<file path="src/hw/rtl/overwriting_record_ring_buffer_macros.svh">
// Assertion macros used by the record ring buffer RTL.
`ifndef OVERWRITING_RECORD_RING_BUFFER_MACROS_SVH
`define OVERWRITING_RECORD_RING_BUFFER_MACROS_SVH

// same-cycle implication
`define ORRB_ASSERT_NOW(label, clk, rst, ante, cons) \
  label: assert property (@(posedge clk) disable iff (rst) (ante) |-> (cons)) \
    else $error("orrb assertion failed");

// next-cycle implication
`define ORRB_ASSERT_NEXT(label, clk, rst, ante, cons) \
  label: assert property (@(posedge clk) disable iff (rst) (ante) |=> (cons)) \
    else $error("orrb assertion failed");

`endif

</file>
<file path="src/hw/rtl/orrb_pkg.sv">
// Types and constants of the record ring buffer.
package orrb_pkg;

  localparam int QDEPTH = 64;
  localparam int QAW    = 6;
  localparam int PTR_W  = 6;
  localparam int LEN_W  = 7;

  localparam logic REQ_WRITE = 1'b0;
  localparam logic REQ_READ  = 1'b1;

  localparam logic [1:0] ST_OK       = 2'd0;
  localparam logic [1:0] ST_EMPTY    = 2'd1;
  localparam logic [1:0] ST_TOO_LONG = 2'd2;

  typedef struct packed {
    logic [LEN_W-1:0] len;
    logic [PTR_W-1:0] start;
  } desc_t;

endpackage

</file>
<file path="src/hw/rtl/overwriting_record_ring_buffer.sv">
// Top level: overwriting record ring buffer with a descriptor queue.
//
// Usage:
//   Command channel: drive req_type, data_byte, end_of_record and pulse start
//   while busy is low; the word is taken at that clock edge.
//   Result channel: each result word is on status, read_byte and last_of_run
//   for one cycle with strobe high. The receiver cannot stall.
//   Write byte: one result, after every oldest record that the byte overwrites
//   is dropped (one descriptor RAM read each).
//   The result strobe comes in the cycle after the item's last busy cycle.
//   Read: fetches the oldest descriptor, then streams its bytes out of the
//   ring RAM at one byte per cycle; each byte appears in the cycle after
//   its ring RAM address is presented.
//   Empty read: one result with the empty status.
//   A byte beyond BUF_BYTES in one record is refused with the too-long status.
//   Reset (rst, synchronous) empties the queue and zeroes the pointers; the
//   RAMs are not cleared and need no clearing pass.
`include "overwriting_record_ring_buffer_macros.svh"

module overwriting_record_ring_buffer #(
  parameter int BUF_BYTES = 64
) (
  input  logic       clk,
  input  logic       rst,
  input  logic       start,
  output logic       busy,
  input  logic       req_type,
  input  logic [7:0] data_byte,
  input  logic       end_of_record,
  output logic       strobe,
  output logic [1:0] status,
  output logic [7:0] read_byte,
  output logic       last_of_run
);

  localparam int RAW = (BUF_BYTES > 1) ? $clog2(BUF_BYTES) : 1;
  localparam int LW  = orrb_pkg::LEN_W;

  localparam logic [2:0] S_IDLE  = 3'd0;
  localparam logic [2:0] S_WRD   = 3'd1;
  localparam logic [2:0] S_WCHK  = 3'd2;
  localparam logic [2:0] S_RDESC = 3'd3;
  localparam logic [2:0] S_RRUN  = 3'd4;

  logic [2:0]  state;
  logic        req_q;
  logic [7:0]  byte_q;
  logic        eor_q;

  logic [orrb_pkg::QAW-1:0] head;
  logic [LW-1:0]            count;
  logic [RAW-1:0]           wp;
  logic [RAW-1:0]           open_start;
  logic [LW-1:0]            open_len;
  logic [RAW-1:0]           cur;
  logic [LW-1:0]            rem;

  logic       strobe_q;
  logic [1:0] status_q;
  logic       last_q;
  logic       ring_sel_q;

  orrb_pkg::desc_t q_rdata;
  orrb_pkg::desc_t q_wdata;
  logic            q_we;
  logic [orrb_pkg::QAW-1:0] q_waddr;
  logic [7:0]      ring_rdata;
  logic            ring_we;

  logic [RAW-1:0] d_start;
  logic [RAW:0]   off;
  logic           holds;
  logic           too_long;
  logic           drop_now;
  logic           commit;
  logic [LW-1:0]  d_len_clamped;
  logic [RAW-1:0] wp_inc;
  logic [RAW-1:0] cur_inc;

  orrb_ram #(.WIDTH($bits(orrb_pkg::desc_t)), .DEPTH(orrb_pkg::QDEPTH)) u_queue (
    .clk   (clk),
    .we    (q_we),
    .waddr (q_waddr),
    .wdata (q_wdata),
    .raddr (head),
    .rdata (q_rdata)
  );

  orrb_ram #(.WIDTH(8), .DEPTH(BUF_BYTES)) u_ring (
    .clk   (clk),
    .we    (ring_we),
    .waddr (wp),
    .wdata (byte_q),
    .raddr (cur),
    .rdata (ring_rdata)
  );

  always_comb begin
    d_start = q_rdata.start[RAW-1:0];
    off = {1'b0, wp} - {1'b0, d_start};
    if (wp < d_start) begin
      off = off + (RAW+1)'(BUF_BYTES);
    end
    holds    = LW'(off) < q_rdata.len;
    too_long = open_len >= LW'(BUF_BYTES);
    drop_now = !too_long && (count != '0) && holds;
    commit   = (state == S_WCHK) && !drop_now && eor_q;
    ring_we  = (state == S_WCHK) && !drop_now && !too_long;
    q_we     = commit;
    q_waddr  = head + count[orrb_pkg::QAW-1:0];
    q_wdata.len   = too_long ? open_len : open_len + LW'(1);
    q_wdata.start = orrb_pkg::PTR_W'((!too_long && open_len == '0) ? wp : open_start);
    d_len_clamped = (q_rdata.len > LW'(BUF_BYTES)) ? LW'(BUF_BYTES) : q_rdata.len;
    wp_inc  = (wp == RAW'(BUF_BYTES - 1)) ? '0 : wp + RAW'(1);
    cur_inc = (cur == RAW'(BUF_BYTES - 1)) ? '0 : cur + RAW'(1);
  end

  always_ff @(posedge clk) begin
    if (rst) begin
      state      <= S_IDLE;
      head       <= '0;
      count      <= '0;
      wp         <= '0;
      open_start <= '0;
      open_len   <= '0;
      strobe_q   <= 1'b0;
    end else begin
      strobe_q <= 1'b0;
      case (state)
        S_IDLE: begin
          if (start) begin
            req_q  <= req_type;
            byte_q <= data_byte;
            eor_q  <= end_of_record;
            state  <= (req_type == orrb_pkg::REQ_READ) ? S_RDESC : S_WCHK;
          end
        end
        S_WRD: begin
          state <= S_WCHK;
        end
        S_WCHK: begin
          if (drop_now) begin
            head  <= head + orrb_pkg::QAW'(1);
            count <= count - LW'(1);
            state <= S_WRD;
          end else begin
            if (!too_long) begin
              if (open_len == '0) begin
                open_start <= wp;
              end
              wp <= wp_inc;
            end
            if (commit) begin
              open_len <= '0;
              if (count[LW-1]) begin
                head <= head + orrb_pkg::QAW'(1);
              end else begin
                count <= count + LW'(1);
              end
            end else if (!too_long) begin
              open_len <= open_len + LW'(1);
            end
            strobe_q   <= 1'b1;
            status_q   <= too_long ? orrb_pkg::ST_TOO_LONG : orrb_pkg::ST_OK;
            last_q     <= 1'b1;
            ring_sel_q <= 1'b0;
            state      <= S_IDLE;
          end
        end
        S_RDESC: begin
          if (count == '0) begin
            strobe_q   <= 1'b1;
            status_q   <= orrb_pkg::ST_EMPTY;
            last_q     <= 1'b1;
            ring_sel_q <= 1'b0;
            state      <= S_IDLE;
          end else begin
            head  <= head + orrb_pkg::QAW'(1);
            count <= count - LW'(1);
            if (d_len_clamped == '0) begin
              strobe_q   <= 1'b1;
              status_q   <= orrb_pkg::ST_OK;
              last_q     <= 1'b1;
              ring_sel_q <= 1'b0;
              state      <= S_IDLE;
            end else begin
              cur   <= d_start;
              rem   <= d_len_clamped;
              state <= S_RRUN;
            end
          end
        end
        S_RRUN: begin
          strobe_q   <= 1'b1;
          status_q   <= orrb_pkg::ST_OK;
          last_q     <= (rem == LW'(1));
          ring_sel_q <= 1'b1;
          cur        <= cur_inc;
          rem        <= rem - LW'(1);
          if (rem == LW'(1)) begin
            state <= S_IDLE;
          end
        end
        default: begin
          state <= S_IDLE;
        end
      endcase
    end
  end

  assign busy        = (state != S_IDLE);
  assign strobe      = strobe_q;
  assign status      = status_q;
  assign last_of_run = last_q;
  assign read_byte   = ring_sel_q ? ring_rdata : 8'd0;

  // an accepted word always keeps the block busy in the next cycle
  `ORRB_ASSERT_NEXT(a_accept_busy, clk, rst, start && !busy, busy)
  // ring bytes only come out with ok status
  `ORRB_ASSERT_NOW(a_ring_ok, clk, rst, strobe && ring_sel_q, status == orrb_pkg::ST_OK)
  // open record never grows past the ring
  `ORRB_ASSERT_NOW(a_open_len, clk, rst, 1'b1, open_len <= LW'(BUF_BYTES))
  // a read in progress always has bytes left
  `ORRB_ASSERT_NOW(a_run_rem, clk, rst, state == S_RRUN, rem != '0)
  // a write item never issues a read run
  `ORRB_ASSERT_NOW(a_write_path, clk, rst,
    state == S_WCHK || state == S_WRD, req_q == orrb_pkg::REQ_WRITE)

endmodule

</file>
<file path="src/hw/rtl/orrb_ram.sv">
// Generic simple dual-port RAM with registered read.
module orrb_ram #(
  parameter int WIDTH = 8,
  parameter int DEPTH = 64,
  localparam int AW = (DEPTH > 1) ? $clog2(DEPTH) : 1
) (
  input  logic             clk,
  input  logic             we,
  input  logic [AW-1:0]    waddr,
  input  logic [WIDTH-1:0] wdata,
  input  logic [AW-1:0]    raddr,
  output logic [WIDTH-1:0] rdata
);

  logic [WIDTH-1:0] mem [DEPTH];

  always_ff @(posedge clk) begin
    if (we) begin
      mem[waddr] <= wdata;
    end
    rdata <= mem[raddr];
  end

endmodule
</file>
<file path="config.mk">
export PLATFORM = sky130hd
export DESIGN_NAME = overwriting_record_ring_buffer
export DESIGN_NICKNAME = d
export VERILOG_FILES = /design/src/hw/rtl/orrb_pkg.sv /design/src/hw/rtl/overwriting_record_ring_buffer.sv /design/src/hw/rtl/orrb_ram.sv
export VERILOG_INCLUDE_DIRS = /design/src /design/src/hw/rtl
export SDC_FILE = /design/constraint.sdc
export NUM_CORES = 2
export LEC_CHECK = 0
export ABC_CLOCK_PERIOD_IN_PS = 5600
export BUFFER_PORTS_ARGS = -buffer_cell sky130_fd_sc_hd__buf_2
export CAP_MARGIN = 20
export CORE_MARGIN = 10
export CORE_UTILIZATION = 66
export CTS_BUF_LIST = sky130_fd_sc_hd__clkbuf_2 sky130_fd_sc_hd__clkbuf_4 sky130_fd_sc_hd__clkbuf_8
export DETAILED_ROUTE_END_ITERATION = 6
export PLACE_DENSITY = 0.82
export SYNTH_ARGS = -nofsm -noshare
export SYNTH_HDL_FRONTEND = slang
export SYNTH_HIERARCHICAL = 1
export SYNTH_SLANG_ARGS = --single-unit
</file>
<file path="constraint.sdc">
create_clock -name clk -period 5.6 [get_ports clk]
set_input_delay 1.12 -clock clk [delete_from_list [all_inputs] [get_ports clk]]
set_output_delay 1.12 -clock clk [all_outputs]
set_load 0.01 [all_outputs]
</file>
After elaboration in Yosys (flattened, before gate mapping)
Memories as Yosys holds them, arrays and structs flattened. A register that Yosys moved wholly into a read port is not among the register bits.
Index checks and enable logic that the tools add are counted.
{"block": "word_totals", "register_bits": 62, "latch_bits": 0, "ram_bits": 1344, "rom_bits": 0, "output_inout_bits": 13, "mem_count": 2}
{"block": "op_classes", "add_sub_neg": 10, "multipliers": 0, "n_div": 0, "n_lt_le_gt_ge": 4, "n_eq_ne": 16, "shift": 0, "mux": 52, "bitwise_logic": 3, "n_reduce_logical": 27}
{"memory": "u_queue.mem", "words": 64, "word_bits": 13, "read_ports": 1, "rd_ports_with_merged_regs": 1, "wr": 1, "line": "orrb_ram.sv:15", "text": "logic [WIDTH-1:0] mem [DEPTH];"}
{"memory": "u_ring.mem", "words": 64, "word_bits": 8, "read_ports": 1, "rd_ports_with_merged_regs": 1, "wr": 1, "line": "orrb_ram.sv:15"}
{"operator": "7-bit 2-to-1 mux", "count": 10}
{"operator": "6-bit 2-to-1 mux", "count": 9}
{"operator": "7-bit one-hot mux with 2 select lines", "count": 2}
{"operator": "6-bit one-hot mux with 2 select lines", "count": 2}
{"operator": "7-bit logical NOT", "count": 3}
{"operator": "4-bit AND reduction", "count": 5}
{"operator": "6-bit by 1-bit adder with 6-bit output, second input constant", "count": 3}
{"operator": "1-bit 2-to-1 mux", "count": 15}
{"operator": "3-bit one-hot mux with 5 select lines", "count": 1}
{"operator": "7-bit by 1-bit adder with 7-bit output, second input constant", "count": 2}
{"operator": "7-bit by 1-bit subtractor with 7-bit output, second input constant", "count": 2}
{"operator": "6-bit equality test, second input constant", "count": 2}
{"operator": "3-bit 2-to-1 mux", "count": 4}
{"operator": "3-bit != test, second input constant", "count": 4}
{"operator": "2-bit != test, second input constant", "count": 5}
{"operator": "1-bit one-hot mux with 3 select lines", "count": 3}
{"operator": "3-bit AND reduction", "count": 3}
{"operator": "2-bit 2-to-1 mux", "count": 4}
{"operator": "8-bit 2-to-1 mux", "count": 1}
{"operator": "7-bit adder, second input constant", "count": 1}
{"operator": "7-bit by 1-bit equality test with 1-bit output, second input constant", "count": 1}
{"operator": "7-bit greater-or-equal comparator, second input constant", "count": 1}
{"operator": "7-bit greater-than comparator, second input constant", "count": 1}
{"operator": "7-bit less-than comparator", "count": 1}
{"operator": "15 further kinds", "count": 27}

Depth between registers and ports, before layout
{"block": "depth", "depth_word": 11, "ltp_mapped": 18, "ltp_nobuf": 17}

Hierarchy
The synthesis kept the hierarchy.
{"module": "orrb_ram (u_queue)", "n_inst": 1, "cells_each": 1402, "area_per_inst_um2": 32347.3, "seq_area_each_um2": 25244.2}
{"module": "orrb_ram (u_ring)", "n_inst": 1, "cells_each": 940, "area_per_inst_um2": 20166.8, "seq_area_each_um2": 15534.9}
{"module": "overwriting_record_ring_buffer", "n_inst": 1, "cells_each": 417, "area_per_inst_um2": 3865.0, "seq_area_each_um2": 1501.4}

Worst setup path after synthesis
OpenSTA, ideal clock, no wires.
{"block": "synth_timing", "kind": "reg-to-reg", "start": "reg wp[0]", "end": "mem u_queue/mem[48][0] (netlist name), enable pin", "setup_time_ns": 0.400, "arrival_time_ns": 4.015, "required_time_ns": 5.200, "path_slack_ns": 1.186, "stages_incl_launch_ff": 16, "n_path_buf": 1, "path_cell_list": "dfxtp_1 inv_1 ha_1 inv_1 fa_1 a21oi_1 o21bai_1 xor2_1 ha_1 nand4_1 o211ai_2 nand3_1 clkbuf_1 nor2_1 nand4b_1 nor3_1"}
{"block": "synth_between", "elab_chain_len": 10}
{"element": "start: declaration", "line": "overwriting_record_ring_buffer.sv:52", "text": "logic [RAW-1:0] wp;"}
{"element": "start signal: assignment", "line": "overwriting_record_ring_buffer.sv:151", "text": "wp <= wp_inc;"}
{"element": "6-bit by 6-bit subtractor with 7-bit output", "line": "overwriting_record_ring_buffer.sv:100", "text": "off = {1'b0, wp} - {1'b0, d_start};"}
{"element": "7-bit adder", "line": "overwriting_record_ring_buffer.sv:102", "text": "off = off + (RAW+1)'(BUF_BYTES);"}
{"element": "7-bit 2-to-1 mux (*)", "line": "overwriting_record_ring_buffer.sv:101", "text": "if (wp < d_start) begin"}
{"element": "7-bit less-than comparator (*)", "line": "overwriting_record_ring_buffer.sv:104", "text": "holds = LW'(off) < q_rdata.len;"}
{"element": "1-bit logical AND (*)", "line": "overwriting_record_ring_buffer.sv:106", "text": "drop_now = !too_long && (count != '0) && holds;"}
{"element": "1-bit logical NOT (*)", "line": "overwriting_record_ring_buffer.sv:107", "text": "commit = (state == S_WCHK) && !drop_now && eor_q;"}
{"element": "1-bit logical AND (*) (2 in series)", "line": "overwriting_record_ring_buffer.sv:107"}
{"element": "named net commit", "line": "overwriting_record_ring_buffer.sv:75", "text": "logic commit;"}
{"element": "1-bit 2-to-1 mux (*)", "line": "orrb_ram.sv:18", "text": "if (we) begin"}
{"element": "1-bit 2-to-1 mux (implied by the code) (*)", "line": "orrb_ram.sv:19", "text": "mem[waddr] <= wdata;"}
{"element": "end: declaration", "line": "orrb_ram.sv:15"}
The timed path passes the listed nets; every way through them passes the cells marked *.

Worst setup path after layout
{"block": "layout_timing", "start": "reg wp[0]", "end": "mem u_queue/mem[46][0] (netlist name), enable pin"}
Same word-level chain as after synthesis.

==> results.sh <==
export IMPL_cts_sinks=1427
export IMPL_grt_pass1_wl_mm=196.9
export IMPL_synth_top_family_by_area="multiplexers"
export IMPL_synthesis_nets=2801
export IMPL_synth_mux_area_share_pct=15.64
export IMPL_rr_worst_depth=16
export IMPL_cts_htree_levels=4
export IMPL_cts_root_buffer_cell="clkbuf_8"
export IMPL_postCtsHoldBufs=0
export IMPL_crit_arrival_ns=5.74
export IMPL_p_leak_nw=19.68
export IMPL_crit_path_end_kind="register"
export IMPL_start_kind="register"
export IMPL_synth_compound_area_share_pct=2.816
export IMPL_drtAntennaViolNets=0
export IMPL_portBuffers=25
export IMPL_grt_antenna_before_repair=5
export IMPL_cts_buffer_depth=3
export IMPL_report_power_total_mw=21.70
export IMPL_final_cell_mix="1370 x edfxtp_1, 349 x mux4_2, 229 x clkbuf_8"
export IMPL_rsz0062_at_grt="false"
export IMPL_max_stage_delay_ns=0.61
export IMPL_areaGrowthSynthToFinish_pct=10.90
export IMPL_synth_xor_area_share_pct=0.5126
export IMPL_hp_class="in -> reg"
export IMPL_worst_pin_slew_ns=1.152
export IMPL_worstSetupPathType="reg -> reg"
export IMPL_ys_types=77
export IMPL_core_sq_um=85010
export IMPL_reg2reg_from="wp[0]"
export IMPL_grt_max_degree=117
export IMPL_status="finished with violations"
export IMPL_period_needed_ns=5.178
export IMPL_viasPerCell=6.810
export IMPL_clk_latency_ns=0.89
export IMPL_avgSynthCellArea_sq_um=20.43
export IMPL_overflow=0
export IMPL_hp_start="data_byte[3]"
export IMPL_synthSimpleGateAreaFrac_pct=3.657
export IMPL_dr_pass1_iters=7
export IMPL_critPathMaxFanout=13
export IMPL_die_area_sq_um=97510
export IMPL_drv_slew=0
export IMPL_gp_congestion=0.9288
export IMPL_fin_ws_ns=0.4220
export IMPL_io_pins=26
export IMPL_initial_core_util_pct=66.32
export IMPL_cp_cell_sequence="inv_1 > ha_1 > inv_1 > fa_1 > a21oi_1 > xor2_1 > nor4_1 > ha_1 > nand4_1 > o211ai_2 > nand3_1 > nor2_1 > nor2b_1 > nand3_1 > nor2_1 > buf_4"
export IMPL_fin_tns_setup_ns=0
export IMPL_peakVddDrop_uv=325.9
export IMPL_layout_commonest_cell="edfxtp_1"
export IMPL_die_x_um=312.3
export IMPL_post_route_drc_count=2
export IMPL_wl_mm=132.4
export IMPL_rows=107
export IMPL_async_flop_share_pct=0
export IMPL_cp_startpoint="wp[0]"
export IMPL_skew_ns=0.06430
export IMPL_layout_drive_gt1_share_pct=28.40
export IMPL_required_ns=6.16
export IMPL_numCtsBuffers=206
export IMPL_hold_depth=1
export IMPL_finalCritPeriodShare_pct=92.46
export IMPL_vias=29289
export IMPL_synth_seq_area_share_pct=74.99
export IMPL_hpwl_mm=80.30
export IMPL_path_clk_slew_ns=0.06
export IMPL_wire_per_inst_um=30.77
export IMPL_grt_pass1_vias=29575
export IMPL_ys_flop_type="edfxtp_1"
export IMPL_synth_area_sq_um=56380
export IMPL_num_fill_cells=4433
export IMPL_die_height_um=312.3
export IMPL_synth_seq_cells=1427
export IMPL_max_freq_mhz=193.1
export IMPL_power_density_nw_per_um2=347.1
export IMPL_slew_headroom_pct=23.22
export IMPL_fin_cells=4301
export IMPL_placed_cells=3908
export IMPL_post_cts_buffers=0
export IMPL_cts_repair_resize_count=0
export IMPL_dp_slack_ns=0.5984
export IMPL_regArea_sq_um=42290
export IMPL_yosysWarnings=6
export IMPL_track_usage_pct=27.28
export IMPL_maxCapViolations=0
export IMPL_postLayoutCoreUtil_pct=73.55
export IMPL_first_iter_violations=4018
export IMPL_failed_checks="design-rule violations"
export IMPL_cts_tree="yes"
export IMPL_cp_slowest_cell="nor2_1"
export IMPL_hold_viol=0
export IMPL_synth_edf_count=1370
export IMPL_nets=3016
export IMPL_setup_viol=0
export IMPL_syn_inst=2759
export IMPL_synth_adder_area_share_pct=0.6702
export IMPL_multi_input_area_sq_um=13230
worst max-delay path: cells and delay by family (launching register included):
| kind | cells | cell delay, ns |
|---|---|---|
| adders and majority gates | 3 | 0.86 |
| AOI/OAI and AO/OA | 2 | 0.64 |
| and+or+nand+nor | 7 | 2.26 |
| DFF | 1 | 0.41 |
| xor gates and xnor gates | 1 | 0.19 |
| buffers and inverters | 3 | 0.52 |
area by class of cell:
class                   count  share of cell area [%]
flip-flops and latches   1427                   67.64
inverters                  35                  0.2101
diodes                      2                0.008004
clock inverters            84                  0.8845
clock buffers             305                   5.953
well taps                1144                   2.289
multi-input cells        1153                   21.16
repair buffers            151                   1.857
through the flow:
| step | hold WS, ns | instance area, sq um |
|---|---|---|
| CTS | 0.3753 | 62460 |
| global route | 0.4185 | 62530 |
| finish | 0.4462 | 62530 |
| global placement | 0.4668 | 58190 |
| floorplan | 0.4544 | 56380 |
| detailed placement | 0.4828 | 58190 |
cells in the mapped netlist, drive strengths merged, types with 12 or more instances:
cell       n  area share [%]
edfxtp  1370              73
mux4     349              14
nor2     187             1.2
buf       91             1.1
mux2i     71             1.3
nand2     62            0.41
dfxtp     57             2.0
clkbuf    53            0.35
a21oi     39            0.35
nor2b     38            0.42
o21ai     38            0.34
nand3     37            0.33
inv       33            0.22
ha        27            0.60
o221ai    24            0.37
mux2      22            0.44
xnor2     21            0.33
nor3      20            0.19
a211oi    18            0.24
and2      14            0.16
nand2b    14            0.16
a22oi     13            0.17
o22ai     13            0.14
o31ai     13            0.22
nand3b    12            0.16
xor2      12            0.19
power by group:
part           leakage (nW)  internal [mW]  total (mW)  switching, mW
Sequential             12.8           11.7        11.8         0.0591
Clock                  2.27           4.50        8.38           3.88
Combinational          4.59          0.587        1.53          0.938
path summary, 6_finish.rpt:
kind,endpoint,slack [ns]
setup reg to reg,u_queue/mem[46][0],0.42
hold reg to reg,open_start[1],0.49
hold / removal,byte_q[3],0.45
setup / recovery,u_queue/mem[46][0],0.42
cell families after synthesis:
logic type | after synthesis
XOR/XNOR | 33
adder cells (fa/ha/maj) | 29
buffers and inverters | 179
AND/OR/NAND/NOR | 428
AO/OA/AOI/OAI | 221
multiplexers | 442
flip-flops | 1427
sequential cells by signal, summed over array words and instances (netlist names), 7 cells and up:
name,count
u_queue/mem,832
u_ring/mem,512
u_queue/rdata,13
byte_q,8
u_ring/rdata,8
count,7
open_len,7
rem,7
per-layer routing:
| metal | vias up | GRT usage, % | part of all wire [%] |
|---|---|---|---|
| met1 | 14971 | 35.82 | 35 |
| li1 | 11877 | - | - |
| met2 | 2088 | 43.90 | 50 |
| met5 | - | 0 | 0.029 |
| met4 | 6 | 13.15 | 4.9 |
| met3 | 347 | 5.722 | 10 |
Power figures use the tool's default switching activity.
